File: src/rtl/hte_pkg.sv
// Shared types, constants and character functions for the text escaper.
package hte_pkg;

    // Escape modes held in the configuration register
    localparam logic MODE_HREF = 1'b0;
    localparam logic MODE_HTML = 1'b1;

    // Queue between front and back
    localparam int QDEPTH = 2;
    localparam int QPTR_W = $clog2(QDEPTH);
    localparam int QCNT_W = $clog2(QDEPTH + 1);

    // Longest expansion of one byte, and width of the position counter
    localparam int MAX_RUN = 6;
    localparam int IDX_W   = $clog2(MAX_RUN);

    // How one input byte expands
    typedef enum logic [2:0] {
        ESC_PASS,       // byte itself
        ESC_PCT,        // %XX
        ESC_AMP,        // &amp;
        ESC_APOS_HEX,   // &#x27;
        ESC_QUOT,       // &quot;
        ESC_APOS_DEC,   // &#39;
        ESC_LT,         // &lt;
        ESC_GT          // &gt;
    } esc_kind_t;

    typedef struct packed {
        esc_kind_t   kind;
        logic [7:0]  data;
        logic        last;
    } esc_item_t;

    typedef struct packed {
        logic        valid;
        esc_item_t   item;
    } q_head_t;

    // Upper-case hex digit for one nibble
    function automatic logic [7:0] hex_digit(input logic [3:0] nib);
        logic [7:0] ch;
        if (nib < 4'd10)
            ch = 8'h30 + {4'd0, nib};
        else
            ch = 8'h37 + {4'd0, nib};
        return ch;
    endfunction

    // Number of output bytes for a kind
    function automatic logic [IDX_W-1:0] esc_len(input esc_kind_t kind);
        logic [IDX_W-1:0] n;
        case (kind)
            ESC_PASS:     n = IDX_W'(1);
            ESC_PCT:      n = IDX_W'(3);
            ESC_AMP:      n = IDX_W'(5);
            ESC_APOS_HEX: n = IDX_W'(6);
            ESC_QUOT:     n = IDX_W'(6);
            ESC_APOS_DEC: n = IDX_W'(5);
            ESC_LT:       n = IDX_W'(4);
            ESC_GT:       n = IDX_W'(4);
            default:      n = IDX_W'(1);
        endcase
        return n;
    endfunction

    // Output byte at position idx of the expansion
    function automatic logic [7:0] esc_char(input esc_kind_t kind,
                                            input logic [7:0] c,
                                            input logic [IDX_W-1:0] idx);
        logic [7:0] ch;
        ch = c;
        case (kind)
            ESC_PASS: ch = c;
            ESC_PCT:
                case (idx)
                    IDX_W'(0): ch = "%";
                    IDX_W'(1): ch = hex_digit(c[7:4]);
                    default:   ch = hex_digit(c[3:0]);
                endcase
            ESC_AMP:
                case (idx)
                    IDX_W'(0): ch = "&";
                    IDX_W'(1): ch = "a";
                    IDX_W'(2): ch = "m";
                    IDX_W'(3): ch = "p";
                    default:   ch = ";";
                endcase
            ESC_APOS_HEX:
                case (idx)
                    IDX_W'(0): ch = "&";
                    IDX_W'(1): ch = "#";
                    IDX_W'(2): ch = "x";
                    IDX_W'(3): ch = "2";
                    IDX_W'(4): ch = "7";
                    default:   ch = ";";
                endcase
            ESC_QUOT:
                case (idx)
                    IDX_W'(0): ch = "&";
                    IDX_W'(1): ch = "q";
                    IDX_W'(2): ch = "u";
                    IDX_W'(3): ch = "o";
                    IDX_W'(4): ch = "t";
                    default:   ch = ";";
                endcase
            ESC_APOS_DEC:
                case (idx)
                    IDX_W'(0): ch = "&";
                    IDX_W'(1): ch = "#";
                    IDX_W'(2): ch = "3";
                    IDX_W'(3): ch = "9";
                    default:   ch = ";";
                endcase
            ESC_LT:
                case (idx)
                    IDX_W'(0): ch = "&";
                    IDX_W'(1): ch = "l";
                    IDX_W'(2): ch = "t";
                    default:   ch = ";";
                endcase
            ESC_GT:
                case (idx)
                    IDX_W'(0): ch = "&";
                    IDX_W'(1): ch = "g";
                    IDX_W'(2): ch = "t";
                    default:   ch = ";";
                endcase
            default: ch = c;
        endcase
        return ch;
    endfunction

endpackage

File: src/rtl/hte_front.sv
// Front end: input register, mode register and byte classification.
module hte_front (
    input  logic               clk,
    input  logic               rst_n,
    input  logic               cfg_wr_en,
    input  logic               cfg_wr_data,
    input  logic               in_valid,
    output logic               in_stall,
    input  logic [7:0]         text_byte,
    input  logic               text_last,
    input  logic               q_full,
    output logic               push,
    output hte_pkg::esc_item_t push_item
);

    logic               mode_reg;
    logic               stage_valid_reg;
    logic               stage_valid_next;
    logic [7:0]         stage_byte_reg;
    logic               stage_last_reg;
    hte_pkg::esc_kind_t kind;
    logic               accept;

    assign in_stall = stage_valid_reg & q_full;
    assign accept   = in_valid & ~in_stall;
    assign push     = stage_valid_reg & ~q_full;

    always_ff @(posedge clk or negedge rst_n)
    begin
        if (!rst_n)
        begin
            mode_reg <= hte_pkg::MODE_HREF;
        end
        else if (cfg_wr_en)
        begin
            mode_reg <= cfg_wr_data;
        end
    end

    always_comb
    begin
        stage_valid_next = stage_valid_reg;
        if (accept)
            stage_valid_next = 1'b1;
        else if (push)
            stage_valid_next = 1'b0;
    end

    always_ff @(posedge clk or negedge rst_n)
    begin
        if (!rst_n)
        begin
            stage_valid_reg <= 1'b0;
        end
        else
        begin
            stage_valid_reg <= stage_valid_next;
        end
    end

    always_ff @(posedge clk)
    begin
        if (accept)
        begin
            stage_byte_reg <= text_byte;
            stage_last_reg <= text_last;
        end
    end

    // Classify the held byte under the current mode
    always_comb
    begin
        kind = hte_pkg::ESC_PASS;
        if (mode_reg == hte_pkg::MODE_HREF)
        begin
            if (stage_byte_reg inside {8'h21, [8'h23:8'h25], [8'h28:8'h3B], 8'h3D,
                                       [8'h3F:8'h5A], 8'h5F, [8'h61:8'h7A]})
                kind = hte_pkg::ESC_PASS;
            else if (stage_byte_reg == "&")
                kind = hte_pkg::ESC_AMP;
            else if (stage_byte_reg == "'")
                kind = hte_pkg::ESC_APOS_HEX;
            else
                kind = hte_pkg::ESC_PCT;
        end
        else
        begin
            case (stage_byte_reg)
                "\"":    kind = hte_pkg::ESC_QUOT;
                "&":     kind = hte_pkg::ESC_AMP;
                "'":     kind = hte_pkg::ESC_APOS_DEC;
                "<":     kind = hte_pkg::ESC_LT;
                ">":     kind = hte_pkg::ESC_GT;
                default: kind = hte_pkg::ESC_PASS;
            endcase
        end
    end

    assign push_item.kind = kind;
    assign push_item.data = stage_byte_reg;
    assign push_item.last = stage_last_reg;

endmodule

File: src/rtl/hte_queue.sv
// Short queue of classified bytes between front and back.
module hte_queue (
    input  logic               clk,
    input  logic               rst_n,
    input  logic               push,
    input  hte_pkg::esc_item_t push_item,
    output logic               full,
    input  logic               pop,
    output hte_pkg::q_head_t   head
);

    hte_pkg::esc_item_t             slot_reg [hte_pkg::QDEPTH];
    logic [hte_pkg::QPTR_W-1:0]     wr_ptr_reg;
    logic [hte_pkg::QPTR_W-1:0]     rd_ptr_reg;
    logic [hte_pkg::QCNT_W-1:0]     cnt_reg;
    logic [hte_pkg::QCNT_W-1:0]     cnt_next;
    logic                           do_pop;

    assign full       = (cnt_reg == hte_pkg::QCNT_W'(hte_pkg::QDEPTH));
    assign head.valid = (cnt_reg != '0);
    assign head.item  = slot_reg[rd_ptr_reg];
    assign do_pop     = pop & head.valid;

    always_comb
    begin
        cnt_next = cnt_reg;
        if (push && !do_pop)
            cnt_next = cnt_reg + 1'b1;
        else if (!push && do_pop)
            cnt_next = cnt_reg - 1'b1;
    end

    always_ff @(posedge clk or negedge rst_n)
    begin
        if (!rst_n)
        begin
            wr_ptr_reg <= '0;
            rd_ptr_reg <= '0;
            cnt_reg    <= '0;
        end
        else
        begin
            if (push)
                wr_ptr_reg <= wr_ptr_reg + 1'b1;
            if (do_pop)
                rd_ptr_reg <= rd_ptr_reg + 1'b1;
            cnt_reg <= cnt_next;
        end
    end

    always_ff @(posedge clk)
    begin
        if (push)
            slot_reg[wr_ptr_reg] <= push_item;
    end

endmodule

File: src/rtl/hte_back.sv
// Back end: expand the head entry into output bytes, one per cycle unless out_stall holds the output.
module hte_back (
    input  logic             clk,
    input  logic             rst_n,
    input  hte_pkg::q_head_t head,
    output logic             pop,
    output logic             out_valid,
    input  logic             out_stall,
    output logic [7:0]       out_byte,
    output logic             run_last,
    output logic             text_end
);

    logic                      out_valid_reg;
    logic [7:0]                out_byte_reg;
    logic                      run_last_reg;
    logic                      text_end_reg;
    logic [hte_pkg::IDX_W-1:0] idx_reg;
    logic [hte_pkg::IDX_W-1:0] idx_next;
    logic                      advance;
    logic                      fin;

    assign advance = ~out_valid_reg | ~out_stall;
    assign fin     = (idx_reg == hte_pkg::esc_len(head.item.kind) - 1'b1);
    assign pop     = advance & head.valid & fin;

    always_comb
    begin
        idx_next = idx_reg;
        if (advance && head.valid)
            idx_next = fin ? '0 : idx_reg + 1'b1;
    end

    always_ff @(posedge clk or negedge rst_n)
    begin
        if (!rst_n)
        begin
            out_valid_reg <= 1'b0;
            idx_reg       <= '0;
        end
        else
        begin
            if (advance)
                out_valid_reg <= head.valid;
            idx_reg <= idx_next;
        end
    end

    always_ff @(posedge clk)
    begin
        if (advance && head.valid)
        begin
            out_byte_reg <= hte_pkg::esc_char(head.item.kind, head.item.data, idx_reg);
            run_last_reg <= fin;
            text_end_reg <= fin & head.item.last;
        end
    end

    assign out_valid = out_valid_reg;
    assign out_byte  = out_byte_reg;
    assign run_last  = run_last_reg;
    assign text_end  = text_end_reg;

endmodule

File: src/rtl/href_and_html_text_escaper.sv
// Top level of the href / html text escaper.
//
//  channel | direction | handshake           | payload
//  --------+-----------+---------------------+------------------------------
//  cfg     | in        | cfg_wr_en           | cfg_wr_data (escape mode)
//  in      | in        | in_valid / in_stall | text_byte, text_last
//  out     | out       | out_valid/out_stall | out_byte, run_last, text_end
//
// One input transaction yields 1 to 6 output transactions, one per cycle while out_stall is low;
// the output register sets the pace, so bytes that pass unchanged flow at
// one per cycle and an escaped byte holds the back end for its length.
// The first output byte is registered through the input stage, a queue
// slot and the output register after the input transaction is accepted.
// Reset clears the mode to href and empties the input stage, queue and
// output register; no clearing pass is needed.
// A stall on the output holds the current byte and, once the two-entry
// queue fills, raises in_stall; the front keeps taking bytes until then.
// Write the mode register only while no text is in flight.
module href_and_html_text_escaper (
    input  logic       clk,
    input  logic       rst_n,
    input  logic       cfg_wr_en,
    input  logic       cfg_wr_data,
    input  logic       in_valid,
    output logic       in_stall,
    input  logic [7:0] text_byte,
    input  logic       text_last,
    output logic       out_valid,
    input  logic       out_stall,
    output logic [7:0] out_byte,
    output logic       run_last,
    output logic       text_end
);

    logic               push;
    logic               q_full;
    logic               pop;
    hte_pkg::esc_item_t push_item;
    hte_pkg::q_head_t   head;

    // Accept and classify
    hte_front u_front (
        .clk         (clk),
        .rst_n       (rst_n),
        .cfg_wr_en   (cfg_wr_en),
        .cfg_wr_data (cfg_wr_data),
        .in_valid    (in_valid),
        .in_stall    (in_stall),
        .text_byte   (text_byte),
        .text_last   (text_last),
        .q_full      (q_full),
        .push        (push),
        .push_item   (push_item)
    );

    // Decouple the two halves
    hte_queue u_queue (
        .clk       (clk),
        .rst_n     (rst_n),
        .push      (push),
        .push_item (push_item),
        .full      (q_full),
        .pop       (pop),
        .head      (head)
    );

    // Expand into output transactions
    hte_back u_back (
        .clk       (clk),
        .rst_n     (rst_n),
        .head      (head),
        .pop       (pop),
        .out_valid (out_valid),
        .out_stall (out_stall),
        .out_byte  (out_byte),
        .run_last  (run_last),
        .text_end  (text_end)
    );

endmodule

File: config.mk
export PLATFORM = sky130hd
export DESIGN_NAME = href_and_html_text_escaper
export DESIGN_NICKNAME = d
export VERILOG_FILES = /design/src/rtl/hte_pkg.sv /design/src/rtl/hte_front.sv /design/src/rtl/hte_queue.sv /design/src/rtl/hte_back.sv /design/src/rtl/href_and_html_text_escaper.sv
export SDC_FILE = /design/constraint.sdc
export NUM_CORES = 1
export LEC_CHECK = 0
export BUFFER_PORTS_ARGS = -buffer_cell sky130_fd_sc_hd__clkbuf_2
export CORE_MARGIN = 3
export CORE_UTILIZATION = 50
export DETAILED_ROUTE_END_ITERATION = 12
export GPL_TIMING_DRIVEN = 0
export PLACE_DENSITY = 0.71
export SLEW_MARGIN = 25
export SYNTH_ARGS = -nofsm -noshare
export SYNTH_HDL_FRONTEND = slang
export SYNTH_SLANG_ARGS = --single-unit
File: constraint.sdc
create_clock -name clk -period 3.95 [get_ports clk]
set_input_delay 0.395 -clock clk [delete_from_list [all_inputs] [get_ports clk]]
set_output_delay 0.395 -clock clk [all_outputs]
set_load 0.01 [all_outputs]
== After elaboration in Yosys (flattened, before gate mapping) ==
Memory sizes are Yosys's and may differ from the RTL's.
Cells that the tools add are included.

* Bits in registers: 29
* RAM bits: 24
* ROM bits: 24
* Input bits: 15
* Output and inout bits: 12
* Word-level logic and storage cells: 104
* Memories: 2

{| class="wikitable"
|+ Memories
! name !! depth !! bits a word !! rd ports !! clocked after Yosys merged registers in !! write ports !! RTL line !! text
|-
| (name not given) || 8 || 3 || 1 || 0 || 0 || hte_pkg.sv:53 || <nowiki>case (kind)</nowiki>
|-
| u_queue.slot_reg || 2 || 12 || 1 || 0 || 1 || hte_queue.sv:12 || <nowiki>hte_pkg::esc_item_t slot_reg [hte_pkg::QDEPTH];</nowiki>
|}

* Add/subtract/negate cells: 10
* $lt $le $gt $ge: 10
* Equal/unequal tests: 21
* Mux-type cells: 22
* Bitwise operators: 12
* Reduce and logical (&&, ||, !) cells: 15

{| class="wikitable"
|+ Operators by type and width
! kind !! count
|-
| one-hot mux 7 bit (5 select lines) || 2
|-
| one-hot mux 8 bit (8 select lines) || 1
|-
| equality test 8 x 6 -> 1 bit, second input constant || 7
|-
| one-hot mux 7 bit (3 select lines) || 2
|-
| adder 6 x 4 -> 7 bit, first input constant || 4
|-
| one-hot mux 7 bit (4 select lines) || 1
|-
| >= comparator 8 x 6 -> 1 bit, second input constant || 3
|-
| one-hot mux 5 bit (4 select lines) || 1
|-
| less-or-equal comparator 8 x 6 -> 1 bit, second input constant || 2
|-
| less-or-equal comparator 8 x 7 -> 1 bit, second input constant || 2
|-
| 2-to-1 mux 8 bit || 2
|-
| one-hot mux 8 bit (2 select lines) || 1
|-
| equality test 3 bit, second input constant || 5
|-
| one-hot mux 3 bit (5 select lines) || 1
|-
| equality test 3 x 2 -> 1 bit, second input constant || 4
|-
| 2-to-1 mux 3 bit || 4
|-
| equality test 8 x 7 -> 1 bit, second input constant || 1
|-
| >= comparator 8 x 7 -> 1 bit, second input constant || 1
|-
| < comparator 4 bit, second input constant || 2
|-
| AND 1 bit || 7
|-
| logical AND 1 bit || 7
|-
| nonzero test 7 bit || 1
|-
| equality test 3 x 1 -> 1 bit, second input constant || 2
|-
| zero test 3 bit || 2
|-
| other kinds (13) || 25
|}

== Depth between registers and ports, before layout ==
Gate-level depths: netlist (run 1).
An unclocked memory read counts as a cell.

* Depth in word-level cells: 9
* Gate-level depth with buffers: 14

== Hierarchy ==
A second synthesis (run 1) with hierarchy kept.

* Cells, all modules: 280
* Area total of the unflattened synthesis: 3208.1 um^2

{| class="wikitable"
|+ Modules (own cells, without submodules)
! module !! instances !! cells each !! area an instance (um^2)
|-
| hte_back || 1 || 178 || 1516.5
|-
| hte_queue || 1 || 53 || 1102.3
|-
| hte_front || 1 || 49 || 589.3
|}

== Worst setup path after synthesis (run 1) ==
No wires, ideal clock.

* Kind: register -> register
* Start: register u_queue.rd_ptr_reg
* End: register u_queue.cnt_reg[1] in the netlist's numbering
* Arrival: 2.615 ns
* Required time: 3.825 ns
* Setup slack: 1.210 ns
* Stages on the path, launching flop included: 15
* Path buffers: 2
* Clock period less this slack: 2.740 ns
* Path through: dfrtp_1 buf_6 mux2_2 buf_2 nor2_1 a21boi_0 ha_1 xor2_1 nor4_1 a41o_1 o21ai_1 ha_1 xor2_1 nor2_1 xor2_1

* Word-level cells in the longest chain between the ends: 9

{| class="wikitable"
|+ RTL lines
! item !! RTL line !! text
|-
| start: declaration || hte_queue.sv:14 || <nowiki>logic [hte_pkg::QPTR_W-1:0] rd_ptr_reg;</nowiki>
|-
| start signal: assignment || hte_queue.sv:46 || <nowiki>rd_ptr_reg <= rd_ptr_reg + 1'b1;</nowiki>
|-
| memory read (2 x 12 bit) * || -- ||
|-
| memory read (8 x 3 bit) * || -- ||
|-
| subtractor 3 x 1 -> 3 bit * || hte_back.sv:24 || <nowiki>assign fin = (idx_reg == hte_pkg::esc_len(head.item.kind) - 1'b1);</nowiki>
|-
| equality test 3 bit * || hte_back.sv:24 ||
|-
| AND 1 bit * || hte_back.sv:25 || <nowiki>assign pop = advance & head.valid & fin;</nowiki>
|-
| AND 1 bit * || hte_queue.sv:22 || <nowiki>assign do_pop = pop & head.valid;</nowiki>
|-
| zero test 1 bit || hte_queue.sv:27 || <nowiki>if (push && !do_pop)</nowiki>
|-
| logical AND 1 bit || hte_queue.sv:27 ||
|-
| 2-to-1 mux 2 bit or nonzero test 2 bit (tied branches) || -- ||
|-
| end signal: assignment || hte_queue.sv:47 || <nowiki>cnt_reg <= cnt_next;</nowiki>
|-
| end: declaration || hte_queue.sv:15 || <nowiki>logic [hte_pkg::QCNT_W-1:0] cnt_reg;</nowiki>
|}

Mark *: on every way between the ends. The rest lies on a longest branch, timed or not.
A chain may end at the register's enable or synchronous reset.

== Worst setup path in the final report (run 1) ==
Same ends and word-level chain as after synthesis.

==> flow_summary.yaml, run 1 <==
die:
  core_area_sq_mm: 0.00599
  die_area_sq_mm: 0.00724
  die_h_microns: 85.1
  start_util: 0.522
  floorplan.rows: 28
  ios: 27
  fp.dieW_microns: 85.1
synth:
  async_flop_share: 0.189
  synth_ff_type: "edfxtp_1"
  synth_fp_nets: 317
  netlist_instances: 293
  synthTopCellsByArea: "edfxtp_1, dfrtp_1, nand2_1"
  avgSynthCellArea_sq_um: 10.7
  synth_edf_count: 43
  netlist-cell-type-count: 59
  synthesis.area_sq_mm: 0.00313
  ys_seq_area_frac: 0.493
  netlist.area_leader.share: 0.413
  yosys.area.top_type: "edfxtp_1"
  ys_ff_latch: 53
  yosys_warnings: 0
placement:
  place_inst: 394
  pre_cts_slack_ps: 737
  port_buffers: 26
  gp_congestion: 0.969
  hpwl_microns: 4910
route:
  drc: 0
  via_count: 2434
  via_per_inst: 6.04
  post_drt_wl_per_cell_microns: 16.0
  ant_nets: 0
  drt_iter0_markers: 177
  drt-total-wl_microns: 6450
  first_pass_iters: 5
finish:
  largest_reg_flops: 24
  synthToLayoutAreaGrowth_pct: 11.0
  fin_nets: 351
  layout_commonest_cell: "edfxtp_1"
  antenna_cells: 0
  fin_cells: 403
  layout_common_cells: "edfxtp_1, nand2_1, nor2_1"
  drive_above_1_share: 0.174
timing:
  worstMarginPinSlew_ps: 926
  hold_viol: 0
  fin_crit_ps: 3220
  finClkSkew_ps: 8.64
  slew_violations: 0
  period_share: 0.815
  fmax_mhz: 310
  max-slew-margin-rel: 0.380
  rsz0062_at_grt: "false"
  setup_slack_ps: 729
  setup_viol_count_final: 0
  final.setup.tns_ps: 0
power:
  totalPowerFinal_w: 0.00302
  power_density_mw_per_mm2: 870
  p_leak_nw: 1.32
  ir_drop_mv: 0.364
clocking:
  post_cts_buffers: 0
  htree_levels: 2
  ctsResizeCount: 0
  cts_tree: "yes"
  clockBufferDepth: 2
  root_buffer: "clkbuf_8"
  cts_inserted_buffers: 5
  clkTransAtPathRegs_ps: 100
  cts_num_sinks: 53
  hold_buffers: 1
  insertion_delay_ps: 300
critical_path:
  r2r_slack_ps: 730
  cp_slowest_stage_delay_ps: 380
  critical_path_class: "flip-flop to flip-flop"
  crit_chain: "buf_6 -> mux2i_4 -> clkbuf_1 -> nand2_1 -> a21boi_0 -> ha_1 -> xor2_1 -> nor4_1 -> a41o_1 -> o21ai_1 -> ha_1 -> nor2_1 -> xor2_1"
  crit_path_max_fanout: 10
  required_ps: 4190
  r2r-end: "u_queue.cnt_reg[1]"
  cp_top_family: "compound AO/OA/AOI/OAI gates"
  end_kind: "flip-flop"
  critPathSlowestCell: "mux2i_4"
  critPathArrivalTime_ps: 3460
  rr_worst_depth: 13
  worstReg2RegStart: "u_queue.rd_ptr_reg"
  start_kind: "flip-flop"
  path_buf_inv: 2
flow_run:
  cap_viol_max_count: 0
global_routing:
  grt_max_degree: 18
  antenna_found_initial: 0
  grt-ovfl-total: 0
  grt_pass1_wl_microns: 11000
  track_usage: 0.189
  grt_pass1_vias: 2276
worst_hold_path:
  worstHoldStart: "text_byte[2]"
  min_to: "u_front.stage_byte_reg[2]"
  min_path_cells: 1
  hold_class: "input pin to flip-flop"
status:
  status: "completed"
==> worst reg2reg max path, cell delays in order (launching register included) <==
cell and delay, ps:
dfrtp_1 350, buf_6 170, mux2i_4 380, clkbuf_1 370
nand2_1 130, a21boi_0 170, ha_1 220, xor2_1 220
nor4_1 80, a41o_1 230, o21ai_1 240, ha_1 310
nor2_1 140, xor2_1 150
==> per-layer routing <==
layer	vias to the layer above	track usage	wire length [microns]
met5	-	0	0
met4	0	0.0791	198
met3	21	0.0408	354
met2	109	0.310	3130
met1	1130	0.242	2760
li1	1174	-	-
==> cells in the mapped netlist, drive strengths merged (2+ instances only) <==
master   count
o32ai        3
o21a         2
nand2b       2
xor2         5
nand3        5
or3          3
o311ai       3
o21ai       19
o2111ai      3
mux2i       13
mux2        10
nor3         5
a21oi       14
nor2b        3
o31ai        2
a31oi        2
ha           9
nor3b        2
o22a         2
xnor2        5
a32oi        5
o211ai       4
clkbuf       8
o22ai        2
nor4         2
or2          2
dfrtp       10
and2         4
a22oi        2
inv          8
nor2        29
o221ai       3
buf          7
a311o        2
a21o         3
edfxtp      43
nand2       34
==> cell families (layout without fill, tap and decap cells) <==
logic type      count (synthesis)  count (layout)  share of synthesized area
simple gates                   95              95                      0.138
mux                            23              23                     0.0868
buf+inv                        24              59                     0.0376
fa+ha+maj                       9               9                     0.0360
xor+xnor                       10              10                     0.0280
flops                          53              53                      0.493
compound gates                 79              79                      0.181
==> area by class of cell <==
type	instances	area (sq um)
multi-input cells	216	1470
fillers	521	2520
flip-flops and latches	53	1540
plain buffers	15	83.8
well taps	75	93.8
clock buffers	6	72.6
inverters	9	33.8
repair buffers	27	140
clock inverters	2	38.8
==> where the power goes <==
group	switching, W	total (W)	internal, W
sequential	0.000112	0.000976	0.000864
combinational	0.00100	0.00168	0.000675
clock	0.000179	0.000371	0.000192
==> how the worst max path moves through the flow <==
stage	startpoint	to	slack, ps	cells past startpoint
after floorplan	u_queue.rd_ptr_reg	u_queue.cnt_reg[1]	1210	14
after global placement	u_queue.rd_ptr_reg	u_queue.cnt_reg[1]	780	14
after detailed placement	u_queue.rd_ptr_reg	u_queue.cnt_reg[1]	740	13
after CTS	u_queue.rd_ptr_reg	u_queue.cnt_reg[1]	730	13
after global routing	u_queue.rd_ptr_reg	u_queue.cnt_reg[1]	450	14
final	u_queue.rd_ptr_reg	u_queue.cnt_reg[1]	730	13
==> stage by stage <==
| step | util | hold WS, ps | instance area, sq um |
|---|---|---|---|
| 3_5_place_dp | 0.560 | 281 | 3350 |
| 6_report | 0.580 | 263 | 3470 |
| 4_1_cts | 0.580 | 255 | 3470 |
| 3_3_place_gp | 0.560 | 273 | 3350 |
| 2_1_floorplan | - | 99.4 | 3130 |
| 5_1_grt | 0.580 | 236 | 3470 |
Power figures use the tool's default switching activity.
==> run 2: changes to the inputs <==
--- a/config.mk
+++ b/config.mk
@@ -5,12 +5,13 @@
 export SDC_FILE = /design/constraint.sdc
 export NUM_CORES = 1
 export LEC_CHECK = 0
+export ABC_AREA = 1
 export BUFFER_PORTS_ARGS = -buffer_cell sky130_fd_sc_hd__clkbuf_2
 export CORE_MARGIN = 3
 export CORE_UTILIZATION = 50
 export DETAILED_ROUTE_END_ITERATION = 12
 export GPL_TIMING_DRIVEN = 0
-export PLACE_DENSITY = 0.71
+export PLACE_DENSITY = 0.73
 export SLEW_MARGIN = 25
 export SYNTH_ARGS = -nofsm -noshare
 export SYNTH_HDL_FRONTEND = slang
==> constraint.sdc (replaced) <==
create_clock -name clk -period 2.65 [get_ports clk]
set_input_delay 0.265 -clock clk [delete_from_list [all_inputs] [get_ports clk]]
set_output_delay 0.265 -clock clk [all_outputs]
set_load 0.01 [all_outputs]
==> run 2 against run 1 <==
- clock power rose by 56%
- synthesized cell count grew 32%
- combinational power increased by 110%
- highest routed layer unchanged
- setup slack got worse by 650 ps
- cell area grew 11%
- critical path depth rose by 2
- flip-flop and latch count did not move
- total power rose by 83%
==> flow_summary.yaml, run 2 <==
status:
  status: "completed"
critical_path:
  critPathSlowestCell: "dfrtp_1"
  worstReg2RegStart: "u_queue.rd_ptr_reg"
  crit_top_cell: "nand2_8"
  cp_slowest_stage_delay_ps: 390
  start_kind: "flip-flop"
  rr_worst_depth: 15
  crit_chain: "buf_6 -> buf_4 -> nand2_2 -> nand2_8 -> nand2_4 -> nand2_8 -> ha_2 -> xor2_2 -> nand3b_1 -> a21boi_4 -> nand3_2 -> ha_4 -> a21oi_2 -> o21ai_2 -> xor2_1"
  startpoint: "u_queue.rd_ptr_reg"
  path_buf_inv: 2
  end_kind: "flip-flop"
  critPathArrivalTime_ps: 2770
  critical_path_class: "flip-flop to flip-flop"
  crit_path_max_fanout: 8
  cp_top_family: "simple AND/OR/NAND/NOR gates"
  required_ps: 2850
  r2r-end: "u_queue.cnt_reg[1]"
  r2r_slack_ps: 80
synth:
  synth_ff_type: "edfxtp_1"
  netlist_instances: 387
  synthTopCellsByArea: "edfxtp_1, nand2_1, dfrtp_1"
  netlist.area_leader.share: 0.388
  yosys.area.top_type: "edfxtp_1"
  ys_ff_latch: 53
  synthesis.area_sq_mm: 0.00332
  ys_top_cells_by_count: "nand2_1, inv_1, edfxtp_1"
  async_flop_share: 0.189
  yosysMostFrequentCell: "nand2_1"
  netlist-cell-type-count: 35
  synth_fp_nets: 411
  avgSynthCellArea_sq_um: 8.59
  ys_seq_area_frac: 0.464
  synth_edf_count: 43
  yosys_warnings: 0
global_routing:
  track_usage: 0.177
  grt_max_degree: 19
  antenna_found_initial: 0
  grt-ovfl-total: 0
  grt_pass1_wl_microns: 10700
  grt_pass1_vias: 2389
timing:
  rsz0062_at_grt: "true"
  setup_slack_ps: 78.7
  setup_viol_count_final: 0
  slew_violations: 0
  max-slew-margin-rel: 0.555
  fin_crit_ps: 2570
  fmax_mhz: 389
  hold_viol: 0
  finClkSkew_ps: 7.62
  worstMarginPinSlew_ps: 660
  period_share: 0.970
  final.setup.tns_ps: 0
clocking:
  clockBufferDepth: 2
  htree_levels: 2
  cts_num_sinks: 53
  cts_tree: "yes"
  clkTransAtPathRegs_ps: 100
  insertion_delay_ps: 310
  root_buffer: "clkbuf_8"
  cts_inserted_buffers: 5
power:
  ir_drop_mv: 0.868
  p_leak_nw: 1.77
  power_density_mw_per_mm2: 1440
finish:
  largest_reg_flops: 24
  layout_commonest_cell: "nand2_1"
  synthToLayoutAreaGrowth_pct: 16.1
  final_area_sq_mm: 0.00386
  antenna_cells: 0
  layout_common_cells: "nand2_1, inv_1, edfxtp_1"
  fin_nets: 459
  drive_above_1_share: 0.232
die:
  fp.dieW_microns: 87.5
  start_util: 0.521
  die_area_sq_mm: 0.00766
  core_area_sq_mm: 0.00639
  ios: 27
  die_h_microns: 87.5
  floorplan.rows: 29
route:
  drt-total-wl_microns: 6660
  ant_nets: 0
  first_pass_iters: 4
  via_count: 2641
  via_per_inst: 5.15
  drc: 0
  post_drt_wl_per_cell_microns: 13.0
  drt_iter0_markers: 120
placement:
  pre_cts_slack_ps: -117
  port_buffers: 26
  gp_congestion: 0.933
  dpl_cell_area_sq_mm: 0.00355
  hpwl_microns: 5020
worst_hold_path:
  hold_class: "input pin to flip-flop"
  min_to: "u_front.stage_byte_reg[0]"
  min_path_cells: 1
  worstHoldStart: "text_byte[0]"
flow_run:
  cap_viol_max_count: 0
## run 2: what timing repair did
action / 4_1_cts / 5_1_grt
pin swaps: 2 / 5
setup buffers: 5 / 9
hold buffers: 1 / 0
endpoints found under the setup margin: 1 / 1
hold endpoints to repair: 10 / 0
gates resized for setup: 4 / 6
## run 2: worst register-to-register path, cell delays in order (launching register included)
cell	delay [ps]
dfrtp_1	390
buf_6	150
buf_4	140
nand2_2	90
nand2_8	100
nand2_4	120
nand2_8	70
ha_2	190
xor2_2	150
nand3b_1	200
a21boi_4	170
nand3_2	110
ha_4	260
a21oi_2	110
o21ai_2	70
xor2_1	140
## run 2: cell families after synthesis
kind of cell             Yosys count  synth area share
AND/OR/NAND/NOR                  204             0.312
flip-flops                        53             0.464
AO/OA/AOI/OAI                     52            0.0873
buffers and inverters             64            0.0843
adder cells (fa/ha/maj)            9            0.0339
XOR/XNOR                           5            0.0188
## run 2: worst max path at each step
stage,to,slack (ps),cells after the start
floorplan,u_queue.cnt_reg[1],70,16
global placement,u_queue.cnt_reg[1],-70,16
detailed placement,u_queue.cnt_reg[1],-120,16
CTS,u_queue.cnt_reg[1],10,16
global route,u_queue.cnt_reg[1],-30,17
finish,u_queue.cnt_reg[1],80,15
## run 2: metrics by stage
stage,instances,power [W],utilization,hold WS (ps)
after floorplan,387,0.00388,-,-30.6
after global placement,490,0.00446,0.556,162
after detailed placement,490,0.00454,0.556,165
after CTS,504,0.00526,0.585,112
after global routing,513,0.00601,0.604,98.3
final,513,0.00554,0.604,121
## run 2: cell type report
class                           count  area, sq um
Fill cell                         543         2530
Multi-Input combinational cell    270         1550
Sequential cell                    53         1540
Timing Repair Buffer               41          270
Inverter                           60          250
Tap cell                           77         96.3
Clock buffer                        5         68.8
Clock inverter                      3         50.0
Buffer                              4         35.0
## run 2: metal layers
metal,GRT usage,part of all wire
met1,0.218,0.44
met4,0.0418,0.011
met2,0.323,0.51
met5,0,0
met3,0.0310,0.044
## run 2: where the power goes
part           leakage [nW]  total (W)  internal (W)  switching (W)
clock                0.0603   0.000580      0.000290       0.000291
sequential            0.526    0.00148       0.00133       0.000150
combinational          1.18    0.00348       0.00136        0.00212
total                  1.77    0.00554       0.00298        0.00256
